[config.mk]
export PLATFORM = sky130hd
export DESIGN_NAME = holonomic_drive_mixer_top
export DESIGN_NICKNAME = d
export VERILOG_FILES = /design/src/hw/rtl/hdm_pkg.sv /design/src/hw/rtl/hdm_front.sv /design/src/hw/rtl/hdm_root_div.sv /design/src/hw/rtl/hdm_mix.sv /design/src/hw/rtl/holonomic_drive_mixer_top.sv
export VERILOG_INCLUDE_DIRS = /design/src /design/src/hw/rtl
export SDC_FILE = /design/constraint.sdc
export NUM_CORES = 2
export LEC_CHECK = 0
export BUFFER_PORTS_ARGS = -buffer_cell sky130_fd_sc_hd__buf_2
export CAP_MARGIN = 20
export CORE_ASPECT_RATIO = 1.5
export CORE_MARGIN = 3
export CORE_UTILIZATION = 60
export CTS_BUF_LIST = sky130_fd_sc_hd__clkbuf_4 sky130_fd_sc_hd__clkbuf_8
export DETAILED_ROUTE_END_ITERATION = 6
export PLACE_DENSITY = 0.77
export SLEW_MARGIN = 20
export SYNTH_ARGS = -nofsm -noshare
export SYNTH_HDL_FRONTEND = slang
export SYNTH_SLANG_ARGS = --single-unit
[constraint.sdc]
create_clock -name clk -period 96.6 [get_ports clk]
set_input_delay 19.32 -clock clk [delete_from_list [all_inputs] [get_ports clk]]
set_output_delay 19.32 -clock clk [all_outputs]
set_load 0.01 [all_outputs]
[src/hw/rtl/assert_macros.svh]
// Assertion macros for the RTL files; included by the top level.
// Empty when SYNTH is defined; no other dependencies.
`ifndef ASSERT_MACROS_SVH
`define ASSERT_MACROS_SVH
`ifndef SYNTH
// Checked only out of reset.
`define ASSERT_RST(label, prop, msg) \
  label: assert property (@(posedge clk) disable iff (!rst_n) prop) else $error(msg);
// Checked at every edge, reset included.
`define ASSERT_ALWAYS(label, prop, msg) \
  label: assert property (@(posedge clk) prop) else $error(msg);
`else
`define ASSERT_RST(label, prop, msg)
`define ASSERT_ALWAYS(label, prop, msg)
`endif
`endif

[src/hw/rtl/hdm_pkg.sv]
// Shared types and constants for the holonomic drive mixer.
// No dependencies.
`timescale 1ns / 1ps
package hdm_pkg;
  localparam int STAGES = 16;
  localparam logic [6:0] DEAD_ZONE_RESET = 7'd10;

  // Per-transaction sideband that rides along the pipeline.
  typedef struct packed {
    logic signed [7:0] rot;
    logic xpos;
    logic xneg;
    logic ypos;
    logic yneg;
    logic ratio_neg;
  } side_t;
endpackage

[src/hw/rtl/hdm_front.sv]
// Front stage: axis conditioning, dead zone, squares and rotate scaling.
// Depends on hdm_pkg.
`timescale 1ns / 1ps
module hdm_front (
  input  logic              clk,
  input  logic              rst_n,
  input  logic              en,
  input  logic              in_valid,
  input  logic signed [7:0] in_stick_x,
  input  logic signed [7:0] in_stick_y,
  input  logic signed [7:0] in_turn_axis,
  input  logic [6:0]        dead_zone,
  output logic              out_valid,
  output logic [15:0]       out_sum,
  output logic [14:0]       out_numm,
  output hdm_pkg::side_t    out_side
);
  import hdm_pkg::*;

  logic signed [8:0] xs, ys;
  logic [7:0]  ax, ay, axe, aye;
  logic        keepx, keepy;
  logic [15:0] sqx, sqy;
  logic [7:0]  tm;
  logic [13:0] p;
  logic [22:0] pk;
  logic [7:0]  qe, q;
  logic [13:0] r;
  logic        valid_r;
  logic [15:0] sum_r, sum_nxt;
  logic [14:0] numm_r, numm_nxt;
  side_t       side_r, side_nxt;

  always_comb begin
    xs    = {in_stick_x[7], in_stick_x};
    ys    = -{in_stick_y[7], in_stick_y};
    ax    = xs[8] ? 8'(-xs) : xs[7:0];
    ay    = ys[8] ? 8'(-ys) : ys[7:0];
    keepx = ax >= {1'b0, dead_zone};
    keepy = ay >= {1'b0, dead_zone};
    axe   = keepx ? ax : 8'd0;
    aye   = keepy ? ay : 8'd0;
    sqx   = axe * axe;
    sqy   = aye * aye;
    sum_nxt  = sqx + sqy;
    numm_nxt = (sqx >= sqy) ? 15'(sqx - sqy) : 15'(sqy - sqx);
    // rotate * 100 / 127 on the magnitude: reciprocal then one correction
    tm = in_turn_axis[7] ? 8'(-{in_turn_axis[7], in_turn_axis}) : 8'(in_turn_axis);
    p  = tm * 7'd100;
    pk = p * 10'd516;
    qe = 8'(pk >> 16);
    r  = p - 14'(qe) * 14'd127;
    q  = (r >= 14'd127) ? qe + 8'd1 : qe;
    side_nxt.rot       = in_turn_axis[7] ? -$signed(q) : $signed(q);
    side_nxt.xpos      = keepx && !xs[8] && (xs != 9'sd0);
    side_nxt.xneg      = keepx && xs[8];
    side_nxt.ypos      = keepy && !ys[8] && (ys != 9'sd0);
    side_nxt.yneg      = keepy && ys[8];
    side_nxt.ratio_neg = sqx < sqy;
  end

  always_ff @(posedge clk) begin
    if (!rst_n) begin
      valid_r <= 1'b0;
    end else if (en) begin
      valid_r <= in_valid;
    end
  end

  always_ff @(posedge clk) begin
    if (en) begin
      sum_r  <= sum_nxt;
      numm_r <= numm_nxt;
      side_r <= side_nxt;
    end
  end

  assign out_valid = valid_r;
  assign out_sum   = sum_r;
  assign out_numm  = numm_r;
  assign out_side  = side_r;
endmodule

[src/hw/rtl/hdm_root_div.sv]
// Bit-per-stage square root of sum<<16 and restoring divide |num|<<15 / sum.
// Depends on hdm_pkg.
`timescale 1ns / 1ps
module hdm_root_div (
  input  logic           clk,
  input  logic           rst_n,
  input  logic           en,
  input  logic           in_valid,
  input  logic [15:0]    in_sum,
  input  logic [14:0]    in_numm,
  input  hdm_pkg::side_t in_side,
  output logic           out_valid,
  output logic [15:0]    out_root,
  output logic [15:0]    out_ratio,
  output hdm_pkg::side_t out_side
);
  import hdm_pkg::*;

  logic        v_r    [STAGES];
  logic [31:0] n_r    [STAGES];
  logic [31:0] res_r  [STAGES];
  logic [30:0] remd_r [STAGES];
  logic [15:0] q_r    [STAGES];
  logic [15:0] sum_r  [STAGES];
  side_t       side_r [STAGES];

  for (genvar k = 0; k < STAGES; k++) begin : g_stage
    localparam logic [31:0] BIT = 32'd1 << (30 - 2 * k);
    localparam int DSH = STAGES - 1 - k;
    logic        v_in;
    logic [31:0] n_in, res_in, n_nxt, res_nxt, trial;
    logic [30:0] remd_in, remd_nxt, dtrial;
    logic [15:0] q_in, q_nxt, sum_in;
    side_t       side_in;

    if (k == 0) begin : g_first
      assign v_in    = in_valid;
      assign n_in    = {in_sum, 16'h0000};
      assign res_in  = 32'd0;
      assign remd_in = {1'b0, in_numm, 15'h0000};
      assign q_in    = 16'd0;
      assign sum_in  = in_sum;
      assign side_in = in_side;
    end else begin : g_next
      assign v_in    = v_r[k-1];
      assign n_in    = n_r[k-1];
      assign res_in  = res_r[k-1];
      assign remd_in = remd_r[k-1];
      assign q_in    = q_r[k-1];
      assign sum_in  = sum_r[k-1];
      assign side_in = side_r[k-1];
    end

    always_comb begin
      trial = res_in + BIT;
      if (n_in >= trial) begin
        n_nxt   = n_in - trial;
        res_nxt = (res_in >> 1) + BIT;
      end else begin
        n_nxt   = n_in;
        res_nxt = res_in >> 1;
      end
      dtrial = {15'd0, sum_in} << DSH;
      q_nxt  = q_in;
      if (remd_in >= dtrial) begin
        remd_nxt   = remd_in - dtrial;
        q_nxt[DSH] = 1'b1;
      end else begin
        remd_nxt = remd_in;
      end
    end

    always_ff @(posedge clk) begin
      if (!rst_n) begin
        v_r[k] <= 1'b0;
      end else if (en) begin
        v_r[k] <= v_in;
      end
    end

    always_ff @(posedge clk) begin
      if (en) begin
        n_r[k]    <= n_nxt;
        res_r[k]  <= res_nxt;
        remd_r[k] <= remd_nxt;
        q_r[k]    <= q_nxt;
        sum_r[k]  <= sum_in;
        side_r[k] <= side_in;
      end
    end
  end

  assign out_valid = v_r[STAGES-1];
  assign out_root  = res_r[STAGES-1][15:0];
  assign out_ratio = q_r[STAGES-1];
  assign out_side  = side_r[STAGES-1];
endmodule

[src/hw/rtl/hdm_mix.sv]
// Power scaling, power*ratio, wheel selection, rotate mix and saturation.
// Depends on hdm_pkg.
`timescale 1ns / 1ps
module hdm_mix (
  input  logic              clk,
  input  logic              rst_n,
  input  logic              en,
  input  logic              in_valid,
  input  logic [15:0]       in_root,
  input  logic [15:0]       in_ratio,
  input  hdm_pkg::side_t    in_side,
  output logic              out_valid,
  output logic signed [7:0] out_front_left_power,
  output logic signed [7:0] out_front_right_power,
  output logic signed [7:0] out_back_right_power,
  output logic signed [7:0] out_back_left_power
);
  import hdm_pkg::*;

  // trunc toward zero of (term + rot) / 256, clamped to +-100
  function automatic logic signed [7:0] wheel_sat(input logic signed [17:0] term,
                                                  input logic signed [17:0] rq);
    logic signed [17:0] v, t;
    v = term + rq;
    t = v[17] ? -((-v) >>> 8) : (v >>> 8);
    if (t > 18'sd100)       wheel_sat = 8'sd100;
    else if (t < -18'sd100) wheel_sat = -8'sd100;
    else                    wheel_sat = t[7:0];
  endfunction

  logic [4:0]  v_r;
  logic [22:0] pa_r, pb_r;
  logic [38:0] m_r;
  logic [15:0] pw_r, pwd_r, pam_r;
  logic [15:0] ra_r, rb_r, rc_r;
  side_t       sa_r, sb_r, sc_r, sd_r;
  logic [15:0] qe, pw_nxt;
  logic [22:0] rem;
  logic [31:0] prod;
  logic signed [17:0] pws, pas, rq, ta, tb, tc, td;
  logic signed [7:0]  fl_r, fr_r, br_r, bl_r;

  always_comb begin
    qe     = 16'(m_r >> 22);
    rem    = pb_r - 23'(qe) * 23'd127;
    pw_nxt = (rem >= 23'd127) ? qe + 16'd1 : qe;
    prod   = pw_r * rc_r;
  end

  always_comb begin
    pws = $signed({2'b00, pwd_r});
    pas = sd_r.ratio_neg ? -$signed({2'b00, pam_r}) : $signed({2'b00, pam_r});
    rq  = {{2{sd_r.rot[7]}}, sd_r.rot, 8'h00};
    if (sd_r.yneg && sd_r.xpos) begin
      ta = pws;  tb = -pas; tc = -pas; td = pws;
    end else if (sd_r.yneg && sd_r.xneg) begin
      ta = -pas; tb = pws;  tc = pws;  td = -pas;
    end else if (sd_r.ypos && sd_r.xneg) begin
      ta = -pws; tb = pas;  tc = pas;  td = -pws;
    end else if (sd_r.ypos && sd_r.xpos) begin
      ta = pas;  tb = -pws; tc = -pws; td = pas;
    end else if (sd_r.yneg) begin
      ta = pws;  tb = pws;  tc = pws;  td = pws;
    end else if (sd_r.ypos) begin
      ta = -pws; tb = -pws; tc = -pws; td = -pws;
    end else if (sd_r.xpos) begin
      ta = pws;  tb = -pws; tc = -pws; td = pws;
    end else if (sd_r.xneg) begin
      ta = -pws; tb = pws;  tc = pws;  td = -pws;
    end else begin
      ta = '0;   tb = '0;   tc = '0;   td = '0;
    end
  end

  always_ff @(posedge clk) begin
    if (!rst_n) begin
      v_r <= '0;
    end else if (en) begin
      v_r <= {v_r[3:0], in_valid};
    end
  end

  always_ff @(posedge clk) begin
    if (en) begin
      pa_r  <= in_root * 7'd100;
      ra_r  <= in_ratio;
      sa_r  <= in_side;
      m_r   <= pa_r * 16'd33026;
      pb_r  <= pa_r;
      rb_r  <= ra_r;
      sb_r  <= sa_r;
      pw_r  <= pw_nxt;
      rc_r  <= rb_r;
      sc_r  <= sb_r;
      pam_r <= prod[30:15];
      pwd_r <= pw_r;
      sd_r  <= sc_r;
      fl_r  <= wheel_sat(ta, rq);
      fr_r  <= wheel_sat(tb, -rq);
      br_r  <= wheel_sat(tc, rq);
      bl_r  <= wheel_sat(td, -rq);
    end
  end

  assign out_valid             = v_r[4];
  assign out_front_left_power  = fl_r;
  assign out_front_right_power = fr_r;
  assign out_back_right_power  = br_r;
  assign out_back_left_power   = bl_r;
endmodule

[src/hw/rtl/holonomic_drive_mixer_top.sv]
// Top level of the holonomic drive mixer: config register, stall control,
// pipeline. Depends on hdm_pkg, hdm_front, hdm_root_div, hdm_mix.
//
//  channel  direction  handshake          payload
//  in       input      in_valid/in_stall  stick_x, stick_y, turn_axis (s8)
//  out      output     out_valid/out_stall four wheel powers (s8, +-100)
//  cfg      input      cfg_valid/cfg_ready dead_zone (u7)
//
// One transaction per cycle while the pipeline is not held; stages: 1 front,
// 16 root/divide, 5 mix including the output register.
// The whole pipeline advances together; it holds when the output register is
// full and stalled, and in_stall is raised for exactly those cycles.
// Synchronous active-low reset clears valid bits; dead_zone resets to 10.
`timescale 1ns / 1ps
module holonomic_drive_mixer_top (
  input  logic              clk,
  input  logic              rst_n,
  input  logic              in_valid,
  output logic              in_stall,
  input  logic signed [7:0] in_stick_x,
  input  logic signed [7:0] in_stick_y,
  input  logic signed [7:0] in_turn_axis,
  output logic              out_valid,
  input  logic              out_stall,
  output logic signed [7:0] out_front_left_power,
  output logic signed [7:0] out_front_right_power,
  output logic signed [7:0] out_back_right_power,
  output logic signed [7:0] out_back_left_power,
  input  logic              cfg_valid,
  output logic              cfg_ready,
  input  logic [6:0]        cfg_dead_zone
);
  import hdm_pkg::*;
`include "assert_macros.svh"

  logic [6:0]  dead_zone_r;
  logic        en;
  logic        f_valid, r_valid;
  logic [15:0] f_sum, r_root, r_ratio;
  logic [14:0] f_numm;
  side_t       f_side, r_side;

  // advance unless a finished result is held by the consumer
  assign en        = !(out_valid && out_stall);
  assign in_stall  = !en;
  assign cfg_ready = 1'b1;

  always_ff @(posedge clk) begin
    if (!rst_n) begin
      dead_zone_r <= DEAD_ZONE_RESET;
    end else if (cfg_valid && cfg_ready) begin
      dead_zone_r <= cfg_dead_zone;
    end
  end

  hdm_front u_front (
    .clk, .rst_n, .en,
    .in_valid, .in_stick_x, .in_stick_y, .in_turn_axis,
    .dead_zone (dead_zone_r),
    .out_valid (f_valid), .out_sum (f_sum), .out_numm (f_numm), .out_side (f_side)
  );

  hdm_root_div u_root_div (
    .clk, .rst_n, .en,
    .in_valid (f_valid), .in_sum (f_sum), .in_numm (f_numm), .in_side (f_side),
    .out_valid (r_valid), .out_root (r_root), .out_ratio (r_ratio), .out_side (r_side)
  );

  hdm_mix u_mix (
    .clk, .rst_n, .en,
    .in_valid (r_valid), .in_root (r_root), .in_ratio (r_ratio), .in_side (r_side),
    .out_valid, .out_front_left_power, .out_front_right_power,
    .out_back_right_power, .out_back_left_power
  );

  `ASSERT_ALWAYS(a_reset_clears, !rst_n |=> !out_valid, "output valid after reset")
  `ASSERT_RST(a_front_range, out_valid |-> (out_front_left_power <= 8'sd100 && out_front_left_power >= -8'sd100 && out_front_right_power <= 8'sd100 && out_front_right_power >= -8'sd100), "front power out of range")
  `ASSERT_RST(a_back_range, out_valid |-> (out_back_left_power <= 8'sd100 && out_back_left_power >= -8'sd100 && out_back_right_power <= 8'sd100 && out_back_right_power >= -8'sd100), "back power out of range")
  `ASSERT_RST(a_cfg_write, cfg_valid |=> dead_zone_r == $past(cfg_dead_zone), "dead zone write lost")
endmodule

After elaboration in Yosys (flattened, before gate mapping)
Memory sizes are Yosys's and may differ from the RTL's. A register that Yosys moved wholly into a read port is not among the register bits.
Cells that the tools add are included.
{"block": "word_totals", "n_memories": 7, "out_inout_bits": 35, "regBits": 285, "in_bits": 36, "ramBits": 2256, "elab_cells": 354}
{"block": "op_classes", "mux": 118, "bitwise_logic": 16, "n_lt_le_gt_ge": 46, "reduce_logical": 23, "mul": 9, "n_addsub": 90}
{"memory": "u_root_div.n_r", "words": 16, "width": 32, "rd": 15, "rd_clocked_by_memory_dff": 0, "write_ports": 16, "line_no": "hdm_root_div.sv:20", "text": "logic [31:0] n_r [STAGES];"}
{"memory": "u_root_div.res_r", "words": 16, "width": 32, "rd": 16, "rd_clocked_by_memory_dff": 0, "write_ports": 16, "line_no": "hdm_root_div.sv:21", "text": "logic [31:0] res_r [STAGES];"}
{"memory": "u_root_div.remd_r", "words": 16, "width": 31, "rd": 15, "rd_clocked_by_memory_dff": 0, "write_ports": 16, "line_no": "hdm_root_div.sv:22", "text": "logic [30:0] remd_r [STAGES];"}
{"memory": "u_root_div.q_r", "words": 16, "width": 16, "rd": 16, "rd_clocked_by_memory_dff": 1, "write_ports": 16, "line_no": "hdm_root_div.sv:23", "text": "logic [15:0] q_r [STAGES];"}
{"memory": "u_root_div.sum_r", "words": 16, "width": 16, "rd": 15, "rd_clocked_by_memory_dff": 0, "write_ports": 16, "line_no": "hdm_root_div.sv:24", "text": "logic [15:0] sum_r [STAGES];"}
{"memory": "u_root_div.side_r", "words": 16, "width": 13, "rd": 16, "rd_clocked_by_memory_dff": 1, "write_ports": 16, "line_no": "hdm_root_div.sv:25", "text": "side_t side_r [STAGES];"}
{"memory": "+1 memories"}
{"op": "$mux W32", "count": 31}
{"op": "$mux W31", "count": 17}
{"op": "$ge A32 B32 Y1", "count": 15}
{"op": "$sub A32 B32 Y32", "count": 15}
{"op": "$mux W18", "count": 20}
{"op": "$neg A18 Y18", "count": 5}
{"op": "$mux W8", "count": 11}
{"op": "$gt A18 B8 Y1 const B", "count": 4}
{"op": "$lt A18 B8 Y1 const B", "count": 4}
{"op": "$neg A10 Y18", "count": 4}
{"op": "$neg A16 Y18", "count": 3}
{"op": "$add A18 B16 Y18", "count": 2}
{"op": "$add A18 B18 Y18", "count": 2}
{"op": "$mux W1", "count": 36}
{"op": "$mul A21 B15 Y35 const B", "count": 1}
{"op": "$add A31 B1 Y32 const B", "count": 1}
{"op": "$add A31 B11 Y32 const B", "count": 1}
{"op": "$add A31 B13 Y32 const B", "count": 1}
{"op": "$add A31 B15 Y32 const B", "count": 1}
{"op": "$add A31 B17 Y32 const B", "count": 1}
{"op": "$add A31 B19 Y32 const B", "count": 1}
{"op": "$add A31 B21 Y32 const B", "count": 1}
{"op": "$add A31 B23 Y32 const B", "count": 1}
{"op": "$add A31 B25 Y32 const B", "count": 1}
{"op": "82 further kinds", "count": 123}

Longest topological paths before layout
{"block": "logic_depth", "depth_word": 15, "ltp_mapped": 54}

Modules after synthesis
A second synthesis with hierarchy kept.
{"block": "unflattened", "hier_cells": 9532, "hier_area_um2": 104908.1}
{"mod": "hdm_root_div", "seq_area_each_um2": 39447.8, "cells_per_inst": 5341, "instances": 1, "area_each_um2": 65562.9}
{"mod": "hdm_mix", "seq_area_each_um2": 7247.0, "cells_per_inst": 2990, "instances": 1, "area_each_um2": 28950.3}
{"mod": "hdm_front", "seq_area_each_um2": 1311.3, "cells_per_inst": 1175, "instances": 1, "area_each_um2": 10116.0}
{"mod": "holonomic_drive_mixer_top", "seq_area_each_um2": 140.1, "cells_per_inst": 26, "instances": 1, "area_each_um2": 279.0}

Least setup slack after synthesis
No wires, ideal clock.
{"block": "synth_path", "path_kind": "input -> register", "start": "input out_stall", "end": "memory u_root_div.v_r[0], data pin", "t_required_ps": 96239, "setup_ps": 361, "setup_slack_ps": 31213, "path_stages": 3, "t_arrival_ps": 65027, "path_cell_list": "nand2_1 clkbuf_1 and3_1"}
{"element": "start: declaration", "line_no": "holonomic_drive_mixer_top.sv:24", "text": "input logic out_stall,"}
{"element": "end: declaration", "line_no": "hdm_root_div.sv:19", "text": "logic v_r [STAGES];"}

Worst setup path after layout
{"block": "layout_path", "start": "input out_stall", "end": "output in_stall"}
{"block": "layout_via", "elab_chain_len": 1}
{"element": "$logic_and A1 B1 Y1", "line_no": "holonomic_drive_mixer_top.sv:44", "text": "assign en = !(out_valid && out_stall);"}
{"element": "end: declaration", "line_no": "holonomic_drive_mixer_top.sv:19", "text": "output logic in_stall,"}
Every way passes these cells.

==> out/metrics.csv <==
stage;metric;value;unit
timing;holdWs;0.375;ns
status;outcome;finished clean;
grt;antenna_found_initial;1;
critical_path;path_cells;buf_2 -> nand2_4 -> clkinv_1 -> buf_2;
timing;post-route-period-util;41.4;%
yosys;synth_edf_count;1594;
critical_path;path_common_cell;buf_2;
grt;grt_use_total;24.6;%
timing;clock_skew;0.0639;ns
placement;gp_congestion;0.941;
cts;clkSinkCount;1608;
worst_hold_path;min_path_type;reg -> reg;
floorplanning;rows;185;
layout;final_common_cell;edfxtp_1;
critical_path;cp_slowest_stage_delay;0.51;ns
drt;route.met3.wl;7.07;mm
drt;ant_nets;0;
floorplanning;ios;71;
yosys;synthArstFlopShare;0;%
drt;top_layer_used;met4;
placement;dpl.hpwl;164;mm
flow_run;drv_cap;0;
grt;grt_pass1_wl;347;mm
yosys;netlist_instances;9173;
drt;met1Wirelength;74.2;mm
floorplanning;die-height;512;um
critical_path;arrival;20.62;ns
placement;io_buffers;69;
cts;cts_tree;built;
floorplanning;die-area;176000;um2
layout;fillers;12800;
cts;cts_resized;0;
critical_path;worstPathMaxFanout;65;
floorplanning;core-area;169000;um2
yosys;synthXorXnorAreaFrac;6.16;%
cts;clockBufferDepth;3;
drt;dr.pass1.iters;6;
cts;clock_latency;0.97;ns
floorplanning;start_util;60.4;%
timing;worst_pin_slew;1.19;ns
critical_path;required;77.28;ns
cts;clk_pin_slew;0.06;ns
drt;wire_per_inst;18.2;um
layout;final_nets;10700;
yosys;synthFlopType;edfxtp_1;
yosys;synthAdderAreaFrac;18.7;%
drt;drc;0;
timing;hold_viol_final;0;
drt;vias_per_cell;5.77;
layout;multi_input_area;49100;um2
critical_path;cp-start-kind;input port;
yosys;muxShareOfSynthArea;0.945;%
timing;fin_ws;56.66;ns
yosys;ys_ff_latch;1608;
yosys;ys_warn_count;0;
cts;root_buffer;clkbuf_8;
drt;wl;214;mm
yosys;synth_area;102000;um2
grt;grt_pass1_vias;70300;
cts;cts.hold.buffers_added;0;
cts;cts-htree-levels;4;
yosys;synth_cell_type_count;117;
timing;clock.fmax;25.0;MHz
yosys;seq_area_frac_synth;47.0;%
yosys;synthSimpleGateAreaFrac;11.5;%
drt;num_vias;67800;
grt;overflow;0;
timing;fin_crit;39.94;ns
layout;drive_gt1_share;6.72;%
layout;final_cell_mix;edfxtp_1, inv_1, ha_1, nand2_1, nor2_1;
timing;slew_violations;0;
yosys;synth-compound-area-share;10.5;%
floorplanning;die_x;343;um
critical_path;r2r_cells;44;
layout;area_growth;7.35;%
drt;dr_wl_met2;119;mm
yosys;synth_top_family_by_area;adder cells;
critical_path;path_class;in -> out;
timing;relSlewSlack;18.9;%
cts;post_cts_buffers;0;
timing;setup_viol;0;
critical_path;cp_slowest_cell;nand2_4;
worst_hold_path;holdPathStages;0;
cts;numCtsBuffers;228;
timing;setup_tns;0;ns
placement;place_ws;56.62;ns
grt;grt_max_degree;208;
critical_path;endpoint_kind;primary output;
yosys;synth.avg_cell_area;11.2;um2
timing;rsz0062_at_grt;false;
drt;drtIter0Drc;3789;
layout;seq_area;48100;um2
[synth_stat cells (all sizes together) (91+ instances only)]
cell	count	area, um2
edfxtp	1594	47900
inv	1163	4370
ha	904	11300
nand2	649	2440
nor2	607	2280
a21oi	568	2860
xnor2	450	3980
fa	390	7810
o21ai	364	1830
xor2	260	2320
nor3	209	1070
clkbuf	179	712
a21o	143	1080
and2	140	876
nand3	138	691
nand2b	95	594
nor2b	94	588
o21bai	94	706
nor4	91	603
[critical path, delay by kind of cell]
kind                   cells  cell delay [ns]
AND/OR/NAND/NOR            1             0.51
buffers and inverters      3             0.78
[area by class of cell]
cell class / instances / share of cell area [%]
clock inverter: 126 / 1.01
sequential: 1608 / 43.8
clock buffer: 288 / 3.29
timing repair buffer: 114 / 0.648
antenna: 1 / 0.00228
tap: 2244 / 2.56
inverter: 1168 / 3.99
multi-input combinational: 6206 / 44.7
[sequential cells by signal, indices dropped and copies added (netlist names), 15 cells and up, named ones only]
signal             cells
u_root_div.n_r       233
u_root_div.q_r       136
u_root_div.sum_r     240
u_mix.pa_r            21
u_mix.pam_r           16
u_root_div.side_r    208
u_mix.rb_r            16
u_root_div.res_r     136
u_mix.pw_r            16
u_root_div.v_r        16
u_front.out_sum       15
u_mix.ra_r            16
u_mix.rc_r            16
u_mix.m_r             16
u_root_div.remd_r    344
u_front.out_numm      15
u_mix.pwd_r           16
u_mix.pb_r            21
[through the flow]
step | util [%] | area [um2] | cells
2_1_floorplan | - | 102000 | 9179
3_3_place_gp | 62.0 | 105000 | 11300
3_5_place_dp | 62.0 | 105000 | 11300
4_1_cts | 64.8 | 110000 | 11800
5_1_grt | 64.8 | 110000 | 11800
6_report | 64.8 | 110000 | 11800
[logic make-up after synthesis]
group	after synthesis
simple gates	2401
compound gates	1701
flops	1608
buf+inv	1365
fa+ha+maj	1296
xor+xnor	710
mux	90
other cells	2
[metal layers]
| layer | up-vias | global-route usage [%] |
|---|---|---|
| met5 | - | 0 |
| met4 | 0 | 15.0 |
| met3 | 663 | 3.10 |
| met2 | 1566 | 47.5 |
| met1 | 32800 | 24.5 |
| li1 | 32700 | - |
[final timing paths]
check	start	slack [ns]	to
min	u_root_div.side_r[4][5]$_DFFE_PN_	0.38	u_root_div.side_r[5][5]$_DFFE_PN_
min reg2reg	u_root_div.side_r[4][5]$_DFFE_PN_	0.38	u_root_div.side_r[5][5]$_DFFE_PN_
max	out_stall	56.66	in_stall
max reg2reg	dead_zone_r[0]$_SDFFE_PN0P_	86.52	u_front.out_numm[10]$_DFFE_PN_
Power is left out: the tool's default activity adds up to more than one toggle a clock period on the data nets, which glitch-free logic cannot reach.
